[config.mk]
export PLATFORM = sky130hd
export DESIGN_NAME = sorted_priority_queue
export DESIGN_NICKNAME = d
export VERILOG_FILES = /design/src/rtl/core/spq_pkg.sv /design/src/rtl/core/spq_cell.sv /design/src/rtl/core/sorted_priority_queue.sv
export SDC_FILE = /design/constraint.sdc
export NUM_CORES = 2
export LEC_CHECK = 0
export ABC_AREA = 1
export BUFFER_PORTS_ARGS = -buffer_cell sky130_fd_sc_hd__buf_2
export CAP_MARGIN = 20
export CORE_ASPECT_RATIO = 0.9
export CORE_MARGIN = 4
export CORE_UTILIZATION = 50
export CTS_CLUSTER_SIZE = 28
export DETAILED_ROUTE_END_ITERATION = 7
export PLACE_DENSITY = 0.76
export SETUP_SLACK_MARGIN = 0.5
export SLEW_MARGIN = 20
export SYNTH_ARGS = -nofsm -noshare
export SYNTH_HDL_FRONTEND = slang
export SYNTH_SLANG_ARGS = --single-unit
[constraint.sdc]
create_clock -name clock -period 4.8 [get_ports clock]
set_clock_uncertainty 0.2 [all_clocks]
set_input_delay 0.72 -clock clock [delete_from_list [all_inputs] [get_ports clock]]
set_output_delay 0.72 -clock clock [all_outputs]
set_load 0.02 [all_outputs]
[src/rtl/core/spq_pkg.sv]
`default_nettype none
// ---------------------------------------------------------------------------
// spq_pkg
// shared types and constants for the sorted priority queue
// ---------------------------------------------------------------------------
package spq_pkg;

   localparam int DEPTH     = 16;
   localparam int PRIO_BITS = 16;
   localparam int TAG_BITS  = 16;
   localparam int CNT_BITS  = $clog2(DEPTH + 1);

   // fixed widths of the external fields
   localparam int PRIO_PORT_BITS = 16;
   localparam int TAG_PORT_BITS  = 16;
   localparam int OCC_PORT_BITS  = 5;
   localparam int STATUS_BITS    = 2;

   typedef enum logic {
      FUNC_INSERT  = 1'b0,
      FUNC_CONSUME = 1'b1
   } func_type;

   typedef enum logic [STATUS_BITS-1:0] {
      ST_OK    = 2'd0,
      ST_FULL  = 2'd1,
      ST_EMPTY = 2'd2
   } status_type;

   // control broadcast to every cell
   typedef struct packed {
      logic                 insert_en;
      logic                 consume_en;
      logic [PRIO_BITS-1:0] new_prio;
      logic [TAG_BITS-1:0]  new_tag;
   } cell_ctrl_type;

endpackage : spq_pkg
`default_nettype wire

[src/rtl/core/spq_cell.sv]
`default_nettype none
// ---------------------------------------------------------------------------
// spq_cell
// one slot of the sorted chain: holds an entry, compares against the new
// priority and shifts towards either neighbour
// ---------------------------------------------------------------------------
module spq_cell (
   input  wire logic                            clock,
   input  wire spq_pkg::cell_ctrl_type          ctrl,
   input  wire logic                            occupied,
   input  wire logic                            at_tail,
   input  wire logic                            left_cmp,
   input  wire logic [spq_pkg::PRIO_BITS-1:0]   left_prio,
   input  wire logic [spq_pkg::TAG_BITS-1:0]    left_tag,
   input  wire logic [spq_pkg::PRIO_BITS-1:0]   right_prio,
   input  wire logic [spq_pkg::TAG_BITS-1:0]    right_tag,
   output logic                                 cmp,
   output logic [spq_pkg::PRIO_BITS-1:0]        prio,
   output logic [spq_pkg::TAG_BITS-1:0]         tag
);

   logic [spq_pkg::PRIO_BITS-1:0] prio_ff, prio_in;
   logic [spq_pkg::TAG_BITS-1:0]  tag_ff, tag_in;

   // new entry goes ahead of the first stored entry of lower or equal priority
   assign cmp = occupied && (prio_ff <= ctrl.new_prio);

   always_comb begin
      prio_in = prio_ff;
      tag_in  = tag_ff;
      if (ctrl.insert_en) begin
         if (left_cmp) begin
            prio_in = left_prio;
            tag_in  = left_tag;
         end else if (cmp || at_tail) begin
            prio_in = ctrl.new_prio;
            tag_in  = ctrl.new_tag;
         end
      end else if (ctrl.consume_en) begin
         prio_in = right_prio;
         tag_in  = right_tag;
      end
   end

   always_ff @(posedge clock) begin
      prio_ff <= prio_in;
      tag_ff  <= tag_in;
   end

   assign prio = prio_ff;
   assign tag  = tag_ff;

endmodule : spq_cell
`default_nettype wire

[src/rtl/core/sorted_priority_queue.sv]
`default_nettype none
// ---------------------------------------------------------------------------
// sorted_priority_queue
// bounded priority queue kept in descending order in a chain of cells
// ---------------------------------------------------------------------------
//  channel   | ports                         | handshake
//  ----------+-------------------------------+-------------------------------
//  request   | req_func/priority_req/payload | start high and busy low
//  response  | rsp_status/out_*/occupancy    | rsp_valid strobe, one cycle
//
//  every request beat is handled at once: all cells compare against the
//  new priority at once and shift in the same clock edge, so busy stays low
//  and a request may be taken on every cycle
//  the response beat appears on the cycle after the request beat
//  reset clears the fill count and the response strobe; cell contents are
//  never read beyond the fill count, so they need no clearing
//  the receiver cannot stall; each response is shown for one cycle only
// ---------------------------------------------------------------------------
module sorted_priority_queue (
   input  wire logic        clock,
   input  wire logic        reset,
   input  wire logic        start,
   output logic             busy,
   input  wire logic        req_func,
   input  wire logic [15:0] req_priority_req,
   input  wire logic [15:0] req_payload,
   output logic             rsp_valid,
   output logic [1:0]       rsp_status,
   output logic [15:0]      rsp_out_priority,
   output logic [15:0]      rsp_out_payload,
   output logic [4:0]       rsp_occupancy
);

   localparam int DEPTH  = spq_pkg::DEPTH;
   localparam int PB     = spq_pkg::PRIO_BITS;
   localparam int TB     = spq_pkg::TAG_BITS;
   localparam int CB     = spq_pkg::CNT_BITS;
   localparam int PPB    = spq_pkg::PRIO_PORT_BITS;
   localparam int TPB    = spq_pkg::TAG_PORT_BITS;
   localparam int OPB    = spq_pkg::OCC_PORT_BITS;

   // fill count and response registers
   logic [CB-1:0]              count_ff, count_in;
   logic                       valid_ff;
   spq_pkg::status_type        status_ff, status_in;
   logic [PB-1:0]              oprio_ff, oprio_in;
   logic [TB-1:0]              otag_ff, otag_in;

   logic                       accept;
   logic                       full;
   logic                       empty;
   spq_pkg::func_type          func;
   spq_pkg::cell_ctrl_type     ctrl;

   // width adaptation between port fields and internal widths
   logic [PPB+PB-1:0]          prio_ext_in;
   logic [TPB+TB-1:0]          tag_ext_in;
   logic [PPB+PB-1:0]          prio_ext_out;
   logic [TPB+TB-1:0]          tag_ext_out;
   logic [OPB+CB-1:0]          occ_ext;

   // chain wiring
   logic [DEPTH-1:0]           occupied;
   logic [DEPTH-1:0]           at_tail;
   logic [DEPTH-1:0]           cmp;
   logic [PB-1:0]              prio   [DEPTH];
   logic [TB-1:0]              tag    [DEPTH];

   // every beat completes without stalling, so busy is tied low
   assign busy   = 1'b0;
   assign accept = start && !busy;
   assign func   = spq_pkg::func_type'(req_func);
   assign full   = (count_ff == CB'(DEPTH));
   assign empty  = (count_ff == '0);

   assign prio_ext_in = {{PB{1'b0}}, req_priority_req};
   assign tag_ext_in  = {{TB{1'b0}}, req_payload};

   assign ctrl.insert_en  = accept && (func == spq_pkg::FUNC_INSERT) && !full;
   assign ctrl.consume_en = accept && (func == spq_pkg::FUNC_CONSUME) && !empty;
   assign ctrl.new_prio   = prio_ext_in[PB-1:0];
   assign ctrl.new_tag    = tag_ext_in[TB-1:0];

   // slot flags from the fill count
   genvar gi;
   generate
      for (gi = 0; gi < DEPTH; gi++) begin : g_flags
         assign occupied[gi] = (CB'(gi) < count_ff);
         assign at_tail[gi]  = (CB'(gi) == count_ff);
      end
   endgenerate

   // the chain of cells; head at index zero
   generate
      for (gi = 0; gi < DEPTH; gi++) begin : g_cell
         logic          l_cmp;
         logic [PB-1:0] l_prio;
         logic [TB-1:0] l_tag;
         logic [PB-1:0] r_prio;
         logic [TB-1:0] r_tag;

         if (gi == 0) begin : g_head
            assign l_cmp  = 1'b0;
            assign l_prio = '0;
            assign l_tag  = '0;
         end else begin : g_mid
            assign l_cmp  = cmp[gi-1];
            assign l_prio = prio[gi-1];
            assign l_tag  = tag[gi-1];
         end

         if (gi == DEPTH - 1) begin : g_last
            assign r_prio = '0;
            assign r_tag  = '0;
         end else begin : g_inner
            assign r_prio = prio[gi+1];
            assign r_tag  = tag[gi+1];
         end

         spq_cell u_cell (
            .clock      (clock),
            .ctrl       (ctrl),
            .occupied   (occupied[gi]),
            .at_tail    (at_tail[gi]),
            .left_cmp   (l_cmp),
            .left_prio  (l_prio),
            .left_tag   (l_tag),
            .right_prio (r_prio),
            .right_tag  (r_tag),
            .cmp        (cmp[gi]),
            .prio       (prio[gi]),
            .tag        (tag[gi])
         );
      end
   endgenerate

   // fill count and response contents
   always_comb begin
      count_in  = count_ff;
      status_in = spq_pkg::ST_OK;
      oprio_in  = '0;
      otag_in   = '0;
      if (accept) begin
         unique case (func)
            spq_pkg::FUNC_INSERT: begin
               if (full) begin
                  status_in = spq_pkg::ST_FULL;
               end else begin
                  count_in = count_ff + CB'(1);
               end
            end
            spq_pkg::FUNC_CONSUME: begin
               if (empty) begin
                  status_in = spq_pkg::ST_EMPTY;
               end else begin
                  count_in = count_ff - CB'(1);
                  oprio_in = prio[0];
                  otag_in  = tag[0];
               end
            end
            default: begin
               status_in = spq_pkg::ST_OK;
            end
         endcase
      end
   end

   always_ff @(posedge clock) begin
      if (reset) begin
         count_ff <= '0;
         valid_ff <= 1'b0;
      end else begin
         count_ff <= count_in;
         valid_ff <= accept;
      end
   end

   // response payload needs no reset
   always_ff @(posedge clock) begin
      status_ff <= status_in;
      oprio_ff  <= oprio_in;
      otag_ff   <= otag_in;
   end

   assign prio_ext_out = {{PPB{1'b0}}, oprio_ff};
   assign tag_ext_out  = {{TPB{1'b0}}, otag_ff};
   assign occ_ext      = {{OPB{1'b0}}, count_ff};

   assign rsp_valid        = valid_ff;
   assign rsp_status       = status_ff;
   assign rsp_out_priority = prio_ext_out[PPB-1:0];
   assign rsp_out_payload  = tag_ext_out[TPB-1:0];
   assign rsp_occupancy    = occ_ext[OPB-1:0];

endmodule : sorted_priority_queue
`default_nettype wire
==> results_dict.tcl <==
set metrics [dict create \
    rsz0062_at_grt "false" \
    drc_errors 0 \
    min_path_type "input pin to register" \
    hold_end "rsp_occupancy[0]$_SDFFE_PP0P_" \
    layout-drive-gt1-share_pct 6.431 \
    critPathArrivalTime_ns 4.31 \
    cts_buffer_depth 3 \
    seqPwrFrac_pct 43.8 \
    io_pins 77 \
    drv_cap 0 \
    r2r_cells 8 \
    gp_congestion 0.8995 \
    netlist_area_um2 36350 \
    fill_cells 6623 \
    ys.flop_type "edfxtp_1" \
    finalNonFillerCells 5756 \
    numPortBuffers 75 \
    r2r_start "rsp_occupancy[0]$_SDFFE_PP0P_" \
    slew_headroom_pct 24.81 \
    seq_area_um2 16180 \
    initial_core_util_pct 50.64 \
    die_h_um 263.8 \
    coreArea_um2 71800 \
    multi_input_area_um2 16710 \
    cts.hold.buffers_added 0 \
    ys_ff_latch 552 \
    crit_path_start_kind "register" \
    cts_num_sinks 552 \
    period_needed_ns 4.027 \
    drtAntennaViolNets 0 \
    hold_slack_ns 0.1282 \
    fin_util_pct 54.86 \
    synth_top_cell_by_area "edfxtp_1" \
    syn_inst 4789 \
    total_leakage_power_nw 19.52 \
    crit_type "register to register" \
    rr_endpoint "g_cell[10].u_cell.prio[8]$_DFFE_PP_" \
    drt_iter0_markers 3648 \
    grt_pass1_vias 29495 \
    design.die.area_um2 77090 \
    grt_overflow_total 0 \
    drt_pre_antenna_iters 6 \
    reg2reg_slack_ns 0.77 \
    cts_buffers 58 \
    fmax_ghz 0.2483 \
    clk_latency_ns 0.64 \
    grt_max_degree 164 \
    grt_first_pass_wirelength_mm 158.0 \
    wire_per_inst_um 16.98 \
    fin_tns_setup_ns 0 \
    rows 93 \
    via_per_inst 5.438 \
    yosysMostFrequentCell "nand2_1" \
    power.switching_fraction_pct 34.03 \
    comb_power_share_pct 26.4 \
    cp.required_ns 5.09 \
    cp_max_fo 126 \
    seq_area_frac_synth_pct 44.49 \
    syn2layout_area_growth_pct 8.346 \
    netlist_top_cells_area "edfxtp_1 42%, nand2_1 18%, nand3_1 13%" \
    worst_pin_slew_ns 1.128 \
    track_usage_pct 24.50 \
    async_flop_share_pct 0 \
    clockRootBuffer "clkbuf_16" \
    dr_total_vias 31302 \
    yosysWarnings 0 \
    drv_slew 0 \
    hold_depth 2 \
    min_from "reset" \
    routed_wl_mm 97.75 \
    period_share_pct 83.90 \
    setup_violations 0 \
    vdd_drop_max_mv 0.2721 \
    synth_top_area_share_pct 42.29 \
    endpoint_kind "register" \
    status "finished, final reports clean" \
    cts.htree.levels 2 \
    power.internal_w 0.009900 \
    p_per_area_nw_per_um2 381.0 \
    avgSynthCellArea_um2 7.591 \
    synth_nets 5086 \
    cts_tree "built" \
    synth.distinct_cells 32 \
    hold_violations 0 \
    p_sw_w 0.005106 \
    clkTransAtPathRegs_ns 0.06 \
    grt_antenna_before_repair 2 \
    dp_hpwl_mm 69.83 \
    synth-edff-count 512 \
    dp.cells 5642 \
    clkPwrFrac_pct 29.9 \
    finalNetCount 5055 \
    synthTopCellsByCount "1,713 x nand2_1, 926 x nand3_1, 549 x inv_1" \
    fp.dieW_um 292.2 \
]
stage by stage:
step / total power [W] / cell area (µm²) / worst slack (ns)
finish: 0.01501 / 39390 / 0.7728
global placement: 0.01041 / 37480 / 0.8118
CTS: 0.01500 / 39330 / 0.6558
floorplan: 0.009412 / 36400 / 0.5391
detailed placement: 0.01054 / 37480 / 0.7152
global route: 0.01584 / 39390 / 0.5093
cells by family after synthesis:
| logic type | synth area share, % |
|---|---|
| AND/OR/NAND/NOR | 33.49 |
| other | 0.01031 |
| AO/OA/AOI/OAI | 3.259 |
| adder cells (fa/ha/maj) | 8.983 |
| buffers and inverters | 9.740 |
| XOR/XNOR | 0.02410 |
| flip-flops | 44.49 |
routing by layer:
layer | GRT usage (%) | vias up | share of wire [%]
met5 | 0 | - | 0
met4 | 6.185 | 0 | 2.0
met3 | 2.707 | 114 | 8.0
met2 | 38.52 | 1354 | 44
met1 | 36.29 | 14255 | 46
li1 | - | 15579 | -
area by class of cell:
cell class	count	share of cell area (%)
Antenna cell	1	0.006353
Clock buffer	89	4.110
Clock inverter	18	0.5749
Inverter	561	5.381
Multi-Input combinational cell	3391	42.43
Sequential cell	552	41.07
Tap cell	950	3.018
Timing Repair Buffer	194	3.412
worst max path at each step:
stage | startpoint | end | slack [ns] | cells after the start
6_report | rsp_occupancy[0]$_SDFFE_PP0P_ | g_cell[10].u_cell.prio[8]$_DFFE_PP_ | 0.77 | 8
5_1_grt | rsp_occupancy[0]$_SDFFE_PP0P_ | g_cell[10].u_cell.prio[8]$_DFFE_PP_ | 0.51 | 8
4_1_cts | rsp_occupancy[0]$_SDFFE_PP0P_ | g_cell[13].u_cell.prio[5]$_DFFE_PP_ | 0.66 | 8
3_5_place_dp | rsp_occupancy[0]$_SDFFE_PP0P_ | g_cell[13].u_cell.prio[7]$_DFFE_PP_ | 0.72 | 8
3_3_place_gp | rsp_occupancy[0]$_SDFFE_PP0P_ | g_cell[13].u_cell.prio[7]$_DFFE_PP_ | 0.81 | 8
2_1_floorplan | req_priority_req[7] | g_cell[0].u_cell.prio[0]$_DFFE_PP_ | 0.54 | 12
cells in the final DEF, fill, tap and decap left out, types with 2 or more instances in the layout:
| master | count |
|---|---|
| a21o_1 | 15 |
| buf_4 | 113 |
| nor2_1 | 199 |
| o21ai_0 | 92 |
| edfxtp_1 | 512 |
| bufinv_16 | 4 |
| clkinv_1 | 7 |
| a21oi_1 | 109 |
| dfxtp_1 | 40 |
| nand2_2 | 3 |
| nor3_1 | 22 |
| nor2_2 | 13 |
| clkinv_2 | 5 |
| clkbuf_1 | 27 |
| buf_12 | 6 |
| ha_1 | 261 |
| clkbuf_16 | 59 |
| clkbuf_8 | 3 |
| buf_2 | 75 |
| o21ai_2 | 3 |
| inv_1 | 548 |
| inv_2 | 9 |
| nand3_1 | 926 |
| nand2_1 | 1713 |
| nand3_2 | 2 |
| nand4_1 | 18 |
| nor2_4 | 4 |
state kept, by name (all words and copies together), names as in the netlist:
| name | flops |
|---|---|
| g_cell.u_cell.prio | 256 |
| g_cell.u_cell.tag | 256 |
| rsp_occupancy | 5 |
| rsp_out_payload | 16 |
| rsp_out_priority | 16 |
| rsp_status | 2 |
| rsp_valid | 1 |
power groups by stage:
stage	logic, W	clock network, W	registers, W
floorplan	0.00287	0	0.00654
global placement	0.00378	0	0.00664
detailed placement	0.00388	0	0.00666
CTS	0.00391	0.00454	0.00656
global route	0.00448	0.00473	0.00664
finish	0.00395	0.00448	0.00657
worst max-delay path: stages, from the launching register on:
cell and delay [ns]:
dfxtp_1 0.54, clkinv_1 0.33, ha_1 0.34, nand3_2 0.11, nand3_4 0.39, inv_8 0.72, buf_4 0.73, nand3_1 0.24
nand2_1 0.11
repair_timing:
action | in CTS | in global routing
endpoints found under the setup margin | 0 | 267
resized for setup | 0 | 1
buffers inserted | 0 | 6
No activity file was read; power rests on OpenSTA's default activity.
